==> src/rtl/core/assert_macros.svh <==
// Assertion macros shared by the sprite list expander RTL.
// Depends on a clock named clk and an active-low reset named arst_n in scope.
`ifndef ASSERT_MACROS_SVH
`define ASSERT_MACROS_SVH

// Condition must hold at every clock edge outside reset.
`define SLE_ASSERT_ALWAYS(lbl, cond, msg) \
	lbl: assert property (@(posedge clk) disable iff (!arst_n) (cond)) \
		else $error(msg);

// Antecedent at one edge implies the consequent at the same edge.
`define SLE_ASSERT_IMPLIES(lbl, ante, cons, msg) \
	lbl: assert property (@(posedge clk) disable iff (!arst_n) (ante) |-> (cons)) \
		else $error(msg);

// Antecedent at one edge implies the consequent at the next edge.
`define SLE_ASSERT_NEXT(lbl, ante, cons, msg) \
	lbl: assert property (@(posedge clk) disable iff (!arst_n) (ante) |=> (cons)) \
		else $error(msg);

`endif

==> src/rtl/core/sle_pkg.sv <==
// Package for the sprite list expander: types, constants and the star speed table.
// No dependencies; used by every module of the block.
package sle_pkg;

	localparam int ENTRY_LIMIT = 92;
	localparam int CNT_W       = 7;
	localparam int QUEUE_DEPTH = 4;
	localparam int QIDX_W      = $clog2(QUEUE_DEPTH);
	localparam int QCNT_W      = $clog2(QUEUE_DEPTH + 1);

	typedef enum logic [1:0] {
		FUNC_START  = 2'd0,
		FUNC_SPRITE = 2'd1,
		FUNC_END    = 2'd2,
		FUNC_UNUSED = 2'd3
	} func_t;

	localparam logic KIND_ENTRY   = 1'b0;
	localparam logic KIND_SUMMARY = 1'b1;

	localparam logic [7:0] CODE_STEP_WIDE = 8'd2;
	localparam logic [7:0] CODE_STEP_LOW  = 8'd3;
	localparam logic [7:0] CODE_STEP_DIAG = 8'd1;
	localparam logic [7:0] QUARTER_SIZE8  = 8'd16;

	// One classified item handed from front to back.
	typedef struct packed {
		logic                   kind;
		logic [3:0]             mask;   // base, right, lower, diagonal
		logic [CNT_W-1:0]       base;
		logic [7:0]             code;
		logic [7:0]             color;
		logic [7:0]             flags;
		logic signed [8:0]      x;
		logic signed [9:0]      y;
		logic [7:0]             scroll;
		logic [CNT_W-1:0]       total;
	} cmd_t;

	// Twice the star speed entry, modulo 256.
	function automatic logic [7:0] star_step(input logic [2:0] sel);
		logic [7:0] step;
		unique case (sel)
			3'd0: step = 8'hFE;
			3'd1: step = 8'hFC;
			3'd2: step = 8'hFA;
			3'd3: step = 8'h00;
			3'd4: step = 8'h06;
			3'd5: step = 8'h04;
			3'd6: step = 8'h02;
			default: step = 8'h00;
		endcase
		return step;
	endfunction

endpackage

==> src/rtl/core/sle_front.sv <==
// Front end: accepts items, culls sprite quarters, numbers entries, updates star scroll.
// Depends on sle_pkg; feeds sle_queue.
module sle_front (
	input  logic                clk,
	input  logic                arst_n,
	input  logic [1:0]          func,
	input  logic [7:0]          sprite_code,
	input  logic [7:0]          sprite_color,
	input  logic [7:0]          sprite_flags,
	input  logic [7:0]          x_byte,
	input  logic [7:0]          y_byte,
	input  logic                y_high,
	input  logic                hidden,
	input  logic [2:0]          star_speed_select,
	input  logic                accept,
	output logic                wr_en,
	output sle_pkg::cmd_t       wr_cmd
);
	import sle_pkg::*;

	logic [CNT_W-1:0] count_q;
	logic [7:0]       scroll_q;
	logic [8:0]       y9;
	logic             dw, dh, x_in, x_in_r, y_in, y_in_l;
	logic [3:0]       mask;
	logic [2:0]       n_ent;
	logic             take_rec;
	logic [7:0]       scroll_nxt;

	always_comb begin
		y9     = {y_high, y_byte};
		dw     = sprite_flags[3];
		dh     = sprite_flags[2];
		// Screen culls rewritten on the raw position values.
		x_in   = (x_byte != 8'd0) && (x_byte < 8'd240);
		x_in_r = x_byte < 8'd224;
		y_in   = (y9 > 9'd24) && (y9 < 9'd328);
		y_in_l = (y9 > 9'd8) && (y9 < 9'd312);
		mask[0] = !sprite_code[7] && y_in && x_in;
		mask[1] = dw && y_in && x_in_r;
		mask[2] = dh && y_in_l && x_in;
		mask[3] = dw && dh && y_in_l && x_in_r;
		n_ent   = 3'(mask[0]) + 3'(mask[1]) + 3'(mask[2]) + 3'(mask[3]);
		take_rec = (func_t'(func) == FUNC_SPRITE) && !hidden
			&& (count_q < CNT_W'(ENTRY_LIMIT)) && (mask != 4'd0);
		scroll_nxt = scroll_q + star_step(star_speed_select);

		wr_cmd.kind   = (func_t'(func) == FUNC_END) ? KIND_SUMMARY : KIND_ENTRY;
		wr_cmd.mask   = mask;
		wr_cmd.base   = count_q;
		wr_cmd.code   = sprite_code;
		wr_cmd.color  = sprite_color;
		wr_cmd.flags  = sprite_flags;
		wr_cmd.x      = $signed({1'b0, x_byte}) - 9'sd16;
		wr_cmd.y      = $signed({1'b0, y9}) - 10'sd40;
		wr_cmd.scroll = scroll_nxt;
		wr_cmd.total  = count_q;
		wr_en = accept && (take_rec || (func_t'(func) == FUNC_END));
	end

	always_ff @(posedge clk or negedge arst_n) begin
		if (!arst_n) begin
			count_q  <= '0;
			scroll_q <= '0;
		end else if (accept) begin
			unique case (func_t'(func))
				FUNC_START: count_q <= '0;
				FUNC_SPRITE: if (take_rec) begin
					count_q <= count_q + CNT_W'(n_ent);
				end
				FUNC_END: scroll_q <= scroll_nxt;
				default: ;
			endcase
		end
	end

endmodule

==> src/rtl/core/sle_queue.sv <==
// Short command queue between front and back of the sprite list expander.
// Depends on sle_pkg for the command type and depth.
module sle_queue (
	input  logic                clk,
	input  logic                arst_n,
	input  logic                wr_en,
	input  sle_pkg::cmd_t       wr_cmd,
	input  logic                rd_en,
	output sle_pkg::cmd_t       rd_cmd,
	output logic                full,
	output logic                empty
);
	import sle_pkg::*;

	cmd_t              mem_q [QUEUE_DEPTH];
	logic [QIDX_W-1:0] wp_q, rp_q;
	logic [QCNT_W-1:0] cnt_q;
	logic              do_wr, do_rd;

	assign full   = cnt_q == QCNT_W'(QUEUE_DEPTH);
	assign empty  = cnt_q == '0;
	assign do_wr  = wr_en && !full;
	assign do_rd  = rd_en && !empty;
	assign rd_cmd = mem_q[rp_q];

	always_ff @(posedge clk) begin
		if (do_wr) begin
			mem_q[wp_q] <= wr_cmd;
		end
	end

	always_ff @(posedge clk or negedge arst_n) begin
		if (!arst_n) begin
			wp_q  <= '0;
			rp_q  <= '0;
			cnt_q <= '0;
		end else begin
			if (do_wr) wp_q <= wp_q + 1'b1;
			if (do_rd) rp_q <= rp_q + 1'b1;
			if (do_wr && !do_rd) begin
				cnt_q <= cnt_q + 1'b1;
			end else if (do_rd && !do_wr) begin
				cnt_q <= cnt_q - 1'b1;
			end
		end
	end

endmodule

==> src/rtl/core/sle_back.sv <==
// Back end: walks the quarter mask of the queue head into the output register, one
// entry per cycle while pop is high. Depends on sle_pkg and assert_macros.svh.
`include "assert_macros.svh"
module sle_back (
	input  logic                    clk,
	input  logic                    arst_n,
	input  sle_pkg::cmd_t           head,
	input  logic                    head_empty,
	output logic                    head_pop,
	input  logic                    pop,
	output logic                    empty,
	output logic                    kind,
	output logic [6:0]              entry_index,
	output logic [7:0]              entry_code,
	output logic [7:0]              entry_color,
	output logic [7:0]              entry_flags,
	output logic signed [8:0]       entry_x,
	output logic signed [9:0]       entry_y,
	output logic                    last,
	output logic [7:0]              star_scroll,
	output logic [6:0]              total_entries
);
	import sle_pkg::*;

	logic             out_valid_q;
	logic             started_q;
	logic [3:0]       rem_q;
	logic [CNT_W-1:0] idx_q;

	logic [3:0]        cur_mask, nxt_mask;
	logic [CNT_W-1:0]  cur_idx;
	logic              load, last_now;
	logic [7:0]        q_code;
	logic signed [8:0] q_x;
	logic signed [9:0] q_y;

	always_comb begin
		cur_mask = started_q ? rem_q : head.mask;
		cur_idx  = started_q ? idx_q : head.base;
		// Clear the lowest set bit: the quarter emitted now.
		nxt_mask = cur_mask & (cur_mask - 4'd1);
		last_now = (head.kind == KIND_SUMMARY) || (nxt_mask == 4'd0);
		q_code   = head.code;
		q_x      = head.x;
		q_y      = head.y;
		priority if (cur_mask[0]) begin
			q_code = head.flags[3] ? head.code + CODE_STEP_WIDE : head.code;
		end else if (cur_mask[1]) begin
			q_x = head.x + 9'sd16;
		end else if (cur_mask[2]) begin
			q_code = head.code + CODE_STEP_LOW;
			q_y    = head.y + 10'sd16;
		end else begin
			q_code = head.code + CODE_STEP_DIAG;
			q_x    = head.x + 9'sd16;
			q_y    = head.y + 10'sd16;
		end
		load     = (!out_valid_q || pop) && !head_empty;
		head_pop = load && last_now;
	end

	assign empty = !out_valid_q;

	always_ff @(posedge clk or negedge arst_n) begin
		if (!arst_n) begin
			out_valid_q <= 1'b0;
			started_q   <= 1'b0;
			rem_q       <= '0;
			idx_q       <= '0;
		end else begin
			if (load) begin
				out_valid_q <= 1'b1;
				started_q   <= !last_now;
				rem_q       <= nxt_mask;
				idx_q       <= cur_idx + 1'b1;
			end else if (pop) begin
				out_valid_q <= 1'b0;
			end
		end
	end

	always_ff @(posedge clk) begin
		if (load) begin
			kind <= head.kind;
			last <= last_now;
			if (head.kind == KIND_SUMMARY) begin
				entry_index   <= '0;
				entry_code    <= '0;
				entry_color   <= '0;
				entry_flags   <= '0;
				entry_x       <= '0;
				entry_y       <= '0;
				star_scroll   <= head.scroll;
				total_entries <= head.total;
			end else begin
				entry_index   <= cur_idx;
				entry_code    <= q_code;
				entry_color   <= head.color;
				entry_flags   <= head.flags;
				entry_x       <= q_x;
				entry_y       <= q_y;
				star_scroll   <= '0;
				total_entries <= '0;
			end
		end
	end

	`SLE_ASSERT_IMPLIES(a_walk_nonempty, started_q, rem_q != 4'd0, "walk with no quarter left")
	`SLE_ASSERT_IMPLIES(a_summary_last, out_valid_q && kind == KIND_SUMMARY, last,
		"summary not marked last")
	`SLE_ASSERT_IMPLIES(a_index_bound, out_valid_q && kind == KIND_ENTRY,
		entry_index < CNT_W'(ENTRY_LIMIT + 3), "entry index beyond list")
	`SLE_ASSERT_NEXT(a_walk_holds_head, started_q && head_empty, started_q,
		"walk state lost while head missing")

endmodule

==> src/rtl/core/sprite_list_expander.sv <==
// Sprite list expander: turns frame markers and sprite records into list entries.
// Usage and timing notes follow. Instantiates sle_front, sle_queue and sle_back.
//
// Input channel: drive func and the record fields with push high; the item is taken
// at a clock edge where push is high and full is low. Items may follow every cycle.
// Result channel: while empty is low the oldest result is on the output ports; it is
// taken at a clock edge where pop is high. last marks the final result of an item.
// A start-of-frame item clears the entry counter and gives no result; an end-of-frame
// item gives one summary result with the new star scroll and the entry total.
// A sprite record gives zero to four entries, one per cycle from the back end while
// the receiver pops, so a record with four visible quarters gives four results; the
// back end's one-entry-per-cycle walk sets the sustained rate. With the queue empty
// an accepted item is written into the queue, then into the output register.
// A four-deep queue separates the front, which classifies at one item per cycle, from
// the back; when the receiver stalls, the output register holds and the queue fills,
// then full rises. Reset clears the counter, the star scroll and the queue.
module sprite_list_expander (
	input  logic              clk,
	input  logic              arst_n,
	input  logic              push,
	output logic              full,
	input  logic [1:0]        func,
	input  logic [7:0]        sprite_code,
	input  logic [7:0]        sprite_color,
	input  logic [7:0]        sprite_flags,
	input  logic [7:0]        x_byte,
	input  logic [7:0]        y_byte,
	input  logic              y_high,
	input  logic              hidden,
	input  logic [2:0]        star_speed_select,
	output logic              empty,
	input  logic              pop,
	output logic              kind,
	output logic [6:0]        entry_index,
	output logic [7:0]        entry_code,
	output logic [7:0]        entry_color,
	output logic [7:0]        entry_flags,
	output logic signed [8:0] entry_x,
	output logic signed [9:0] entry_y,
	output logic              last,
	output logic [7:0]        star_scroll,
	output logic [6:0]        total_entries
);
	import sle_pkg::*;

	cmd_t wr_cmd, head;
	logic wr_en, head_pop, head_empty, accept;

	assign accept = push && !full;

	sle_front u_front (
		.clk               (clk),
		.arst_n            (arst_n),
		.func              (func),
		.sprite_code       (sprite_code),
		.sprite_color      (sprite_color),
		.sprite_flags      (sprite_flags),
		.x_byte            (x_byte),
		.y_byte            (y_byte),
		.y_high            (y_high),
		.hidden            (hidden),
		.star_speed_select (star_speed_select),
		.accept            (accept),
		.wr_en             (wr_en),
		.wr_cmd            (wr_cmd)
	);

	sle_queue u_queue (
		.clk    (clk),
		.arst_n (arst_n),
		.wr_en  (wr_en),
		.wr_cmd (wr_cmd),
		.rd_en  (head_pop),
		.rd_cmd (head),
		.full   (full),
		.empty  (head_empty)
	);

	sle_back u_back (
		.clk           (clk),
		.arst_n        (arst_n),
		.head          (head),
		.head_empty    (head_empty),
		.head_pop      (head_pop),
		.pop           (pop),
		.empty         (empty),
		.kind          (kind),
		.entry_index   (entry_index),
		.entry_code    (entry_code),
		.entry_color   (entry_color),
		.entry_flags   (entry_flags),
		.entry_x       (entry_x),
		.entry_y       (entry_y),
		.last          (last),
		.star_scroll   (star_scroll),
		.total_entries (total_entries)
	);

endmodule

==> config.mk <==
export PLATFORM = sky130hd
export DESIGN_NAME = sprite_list_expander
export DESIGN_NICKNAME = d
export VERILOG_FILES = /design/src/rtl/core/sle_pkg.sv /design/src/rtl/core/sle_front.sv /design/src/rtl/core/sle_queue.sv /design/src/rtl/core/sle_back.sv /design/src/rtl/core/sprite_list_expander.sv
export VERILOG_INCLUDE_DIRS = /design/src /design/src/rtl/core
export SDC_FILE = /design/constraint.sdc
export NUM_CORES = 1
export LEC_CHECK = 0
export CORE_UTILIZATION = 30
export CTS_BUF_LIST = sky130_fd_sc_hd__clkbuf_4
export CTS_CLUSTER_DIAMETER = 60
export DETAILED_ROUTE_END_ITERATION = 10
export DONT_BUFFER_PORTS = 1
export SETUP_SLACK_MARGIN = 0.15
export SLEW_MARGIN = 20
export SYNTH_ARGS = -nofsm -noshare
export SYNTH_HDL_FRONTEND = slang
export SYNTH_SLANG_ARGS = --single-unit
==> constraint.sdc <==
create_clock -name clk -period 4.2 [get_ports clk]
set_input_delay 0.84 -clock clk [delete_from_list [all_inputs] [get_ports clk]]
set_output_delay 0.84 -clock clk [all_outputs]
set_load 0.01 [all_outputs]
# Word level (Yosys, flattened, before mapping)
# Memory sizes are Yosys's and may differ from the RTL's.
# Cells that the tools add are included.
[totals]
word_cells = 121
output_inout_bits = 69
n_memories = 1
ff_bits = 102
mem_bits_rw = 280
[mem_list]
columns = ["name", "words", "word_bits", "read_ports", "rd_clocked_by_memory_dff", "write_ports", "line", "text"]
rows = [
  ["u_queue.mem_q", 4, 70, 1, 0, 1, "sle_queue.sv:15", "cmd_t mem_q [QUEUE_DEPTH];"],
]
[classes]
bitwise_logic = 1
addsub = 18
mux = 21
order_cmp = 7
reduce_logical = 45
n_eq_ne = 9
[ops]
columns = ["cell", "count"]
rows = [
  ["$pmux 8 s6", 1],
  ["$mux 8", 4],
  ["$mux 9", 3],
  ["$logic_and 1x1->1", 23],
  ["$mux 10", 2],
  ["$lt 9x9->1 const B", 2],
  ["$add 8x2->8 const B", 2],
  ["$lt 8x8->1 const B", 2],
  ["$mux 7", 2],
  ["$pmux 7 s2", 1],
  ["$eq 3x3->1 const B", 4],
  ["$add 10x6->10 const B", 1],
  ["$sub 9x6->10 const B", 1],
  ["$add 9x6->9 const B", 1],
  ["$gt 9x4->1 const B", 1],
  ["$gt 9x5->1 const B", 1],
  ["$sub 8x5->9 const B", 1],
  ["$add 8x1->8 const B", 1],
  ["$add 8x8->8", 1],
  ["$logic_not 1->1", 8],
  ["$reduce_bool 8->1", 1],
  ["$add 7x1->7 const B", 1],
  ["$add 7x3->7", 1],
  ["$lt 7x7->1 const B", 1],
  ["23 further kinds", 35],
]

# Logic depth before layout (Yosys ltp)
[depth]
word_depth = 13
ltp_mapped = 18
depth_no_buf = 18

# By module
# A second synthesis with hierarchy kept.
[hier_totals]
cells_unflattened = 925
hier_area_um2 = 16210.5
[modules_own_cells]
columns = ["mod", "cells_each", "area_per_inst_um2", "instances"]
rows = [
  ["sle_queue", 402, 10601.4, 1],
  ["sle_back", 311, 3811.2, 1],
  ["sle_front", 211, 1784.2, 1],
  ["sprite_list_expander", 1, 13.8, 1],
]

# Worst setup path after synthesis
# No wires, ideal clock.
[synth_timing]
path_type = "input-to-reg"
start = "input x_byte[4]"
end = "memory u_queue.mem_q[0][10] (netlist bit) (enable)"
setup_ps = 427
slack_ps = -71
arrival_ps = 3844
cell_stages = 11
path_cell_list = "inv_1 > ha_1 > or4b_4 > o41ai_4 > nor3_1 > inv_1 > ha_1 > inv_1 > o211ai_2 > nand2_2 > and2_1"
[synth_rtl]
columns = ["item", "line", "text"]
rows = [
  ["start, declared", "sprite_list_expander.sv:26", "input logic [7:0] x_byte,"],
  ["end, declared", "sle_queue.sv:15", ""],
]

==> flow_summary.toml <==
[run_status]
status = "finished clean"

[synth]
synthFlopType = "edfxtp_1"
synthesis.area_um2 = 14600
netlist_instances = 831
synth_compound_area_share_pct = 3.61
synth_warnings = 0
synth_edf_count = 314
postSynthAreaPerCell_um2 = 17.5
ys_ff_latch = 347
muxShareOfSynthArea_pct = 11.7
synthAdderAreaFrac_pct = 3.09
synth_cell_type_count = 71
synth_fp_nets = 915
synth_top_family_by_area = "multiplexers"
async_flop_share_pct = 9.51
synth_xor_xnor_area_share_pct = 1.96
synth_simple_gate_area_share_pct = 6.83
yosysSeqAreaShare_pct = 70.4

[routing]
routed_wl_um = 30500
met3_length_um = 1980
dr.pass1.iters = 4
dr_wl_met2_um = 15700
highest_layer = "met5"
drt_iter0_markers = 323
wl_met1_um = 12200
ant_nets = 0
avgViaCountPerCell = 4.63
drc_errors = 0
vias = 7415
wl_per_cell_um = 19.0

[pwr]
power_density_nw_per_um2 = 691
ir_drop_v = 0.000212
p_leak_nw = 5.87

[worst_setup_path]
r2r_start = "u_queue.rp_q[0]"
reg2reg_depth = 10
crit_arrival_ns = 4.13
worstSetupPathType = "input pin to flip-flop"
crit_required_ns = 4.85
rr_endpoint = "u_back.idx_q[6]"
end_kind = "flip-flop"
start_kind = "input pin"
critPathMaxFanout = 3
rrSetupSlack_ns = 0.78

[cts]
cts-root-buf = "clkbuf_4"
ctsResizeCount = 0
clk_pin_slew_worst_paths_ns = 0.07
postCtsSetupBuffers = 0
ctsHtreeMaxLevel = 3
cts_hold_buf = 2
cts.sinks = 347
cts_tree = "yes"
numCtsBuffers = 89
clk_latency_ns = 0.76
cts.path.max_buffers = 3

[worst_hold_path]
worstHoldStart = "sprite_code[5]"
hold_end = "u_queue.mem_q[1][55]"
hold_path.class = "input pin to flip-flop"
hold_depth = 0

[placed_design]
gp_congestion = 0.731
port_buffers = 0
dp_hpwl_um = 19200
place_inst = 1435

[finish]
fin_nets = 997
drive_above_1_share_pct = 26.7
multi_input_area_um2 = 3980
fillCellCount = 4550
post-route-util_pct = 34.6
final_cell_count_no_fill = 1603
area_growth_pct = 13.7
final-seq-area_um2 = 10300

[sta]
hold-worst-slack_ns = 0.177
setup_violations = 0
slew_headroom_pct = 29.7
rsz0062_at_grt = "no"
hold_viol = 0
fin_crit_sh_pct = 83.0
finClkSkew_ns = 0.0327
period_minus_slack_ns = 3.49
max_freq_mhz = 287
tightest_slew_ns = 1.06
drv_slew = 0

[global_routing]
grt-ovfl-total = 0
grt_pass1_vias = 7879
grt_antenna_before_repair = 3
grt_max_degree = 63
grt_pass1_wl_um = 46600
grt_usage_pct = 12.6

[floorplan]
core_area_um2 = 47800
row_count = 80
dieArea_um2 = 49500
ioPinCount = 120
die_height_um = 222
die_w_um = 222
start_util_pct = 30.5

[flow_run]
drv_cap = 0
-- stage by stage --
step	area (µm²)	setup TNS [ns]	setup slack, ns	total power [mW]
after floorplan	14600	0	0.173	7.73
final	16600	0	0.713	11.4
after CTS	16600	0	0.730	11.7
after global routing	16600	0	0.583	12.2
after detailed placement	15300	-0.0111	-0.0111	8.67
after global placement	15300	0	0.0295	8.61
-- cell type report --
| class | instances | share of cell area [%] |
|---|---|---|
| inverters | 46 | 1.05 |
| clock buffers | 143 | 6.48 |
| multi-input cells | 408 | 24.0 |
| clock inverters | 22 | 0.732 |
| diodes | 1 | 0.0151 |
| repair buffers | 21 | 1.19 |
| flip-flops and latches | 347 | 61.9 |
| well taps | 615 | 4.64 |
-- cells in the mapped netlist, types with 3 or more instances --
library cell	number	area (µm²)
nand2b_1	5	31.3
or3_1	7	43.8
nand3_1	12	60.1
o21ai_0	23	115
nor4_1	4	25.0
a211oi_1	4	30.0
mux4_1	7	184
mux2_2	10	113
inv_1	44	165
nand4_1	5	31.3
nor2b_1	33	206
nor2_1	36	135
and2_1	21	131
buf_2	6	30.0
edfxtp_1	314	9430
a21oi_1	10	50.1
fa_1	5	100
xor2_1	16	140
nor3_1	10	50.1
buf_1	4	15.0
nor3b_1	3	22.5
dfrtp_1	33	826
ha_1	28	350
mux2i_1	14	140
mux4_2	55	1240
clkbuf_1	9	33.8
a21o_1	6	45.0
xnor2_1	14	123
nand2_1	35	131
buf_4	8	60.1
-- report_power, final --
part           internal [mW]  switching [mW]  total [mW]
combinational           1.36            1.76        3.12
clock                   1.61            1.35        2.95
sequential              4.75           0.624        5.37
total                   7.72            3.73        11.4
-- cells by family (layout without fill, tap and decap cells) --
family	after synthesis	after routing
buf+inv	76	232
fa+ha+maj	33	33
simple gates	185	185
compound gates	70	70
flops	347	347
xor+xnor	31	31
other cells	1	2
mux	88	88
-- per-layer routing --
metal / vias up / global-route usage (%)
li1: 3443 / -
met5: - / 0
met2: 182 / 21.9
met3: 40 / 4.01
met4: 2 / 5.43
met1: 3748 / 14.2
-- critical path, cell delays in order --
cell and delay (ns):
inv_1 0.05, ha_1 0.13, or4b_4 0.47, o41ai_4 0.21, buf_4 0.19, nor3_1 0.06
inv_1 0.07, ha_1 0.21, inv_1 0.06, fa_1 0.42, inv_1 0.08, ha_1 0.16
inv_1 0.06, fa_1 0.38, nor2b_1 0.20, o21ai_0 0.13, or3_1 0.32, o211ai_1 0.08
-- layout by cell type (no fill, tap or decap), drive strengths merged, types with 21 or more instances in the layout --
master,count
and2,21
clkbuf,143
dfrtp,33
edfxtp,314
ha,28
inv,47
mux4,62
nand2,36
nor2,36
nor2b,34
o21ai,25
-- how the worst max path moves through the flow --
stage,startpoint,cells after the start,to
floorplan,x_byte[4],17,u_front.count_q[4]
global route,x_byte[4],18,u_front.count_q[4]
detailed placement,x_byte[4],18,u_front.count_q[4]
finish,x_byte[4],18,u_front.count_q[4]
CTS,u_queue.rp_q[0],10,u_back.idx_q[6]
global placement,x_byte[4],18,u_front.count_q[4]
-- flip-flops by register name, summed over array words and instances (netlist names), 2 cells and up --
register and flops:
u_back.entry_code 8, u_back.entry_color 8, u_back.entry_flags 8, u_back.entry_index 7, u_back.entry_x 9, u_back.entry_y 10
u_back.idx_q 7, u_back.rem_q 3, u_back.star_scroll 7, u_back.total_entries 7, u_front.count_q 7, u_front.scroll_q 7
u_queue.cnt_q 3, u_queue.mem_q 248, u_queue.rp_q 2, u_queue.wp_q 2
(Power assumes the default switching activity.)
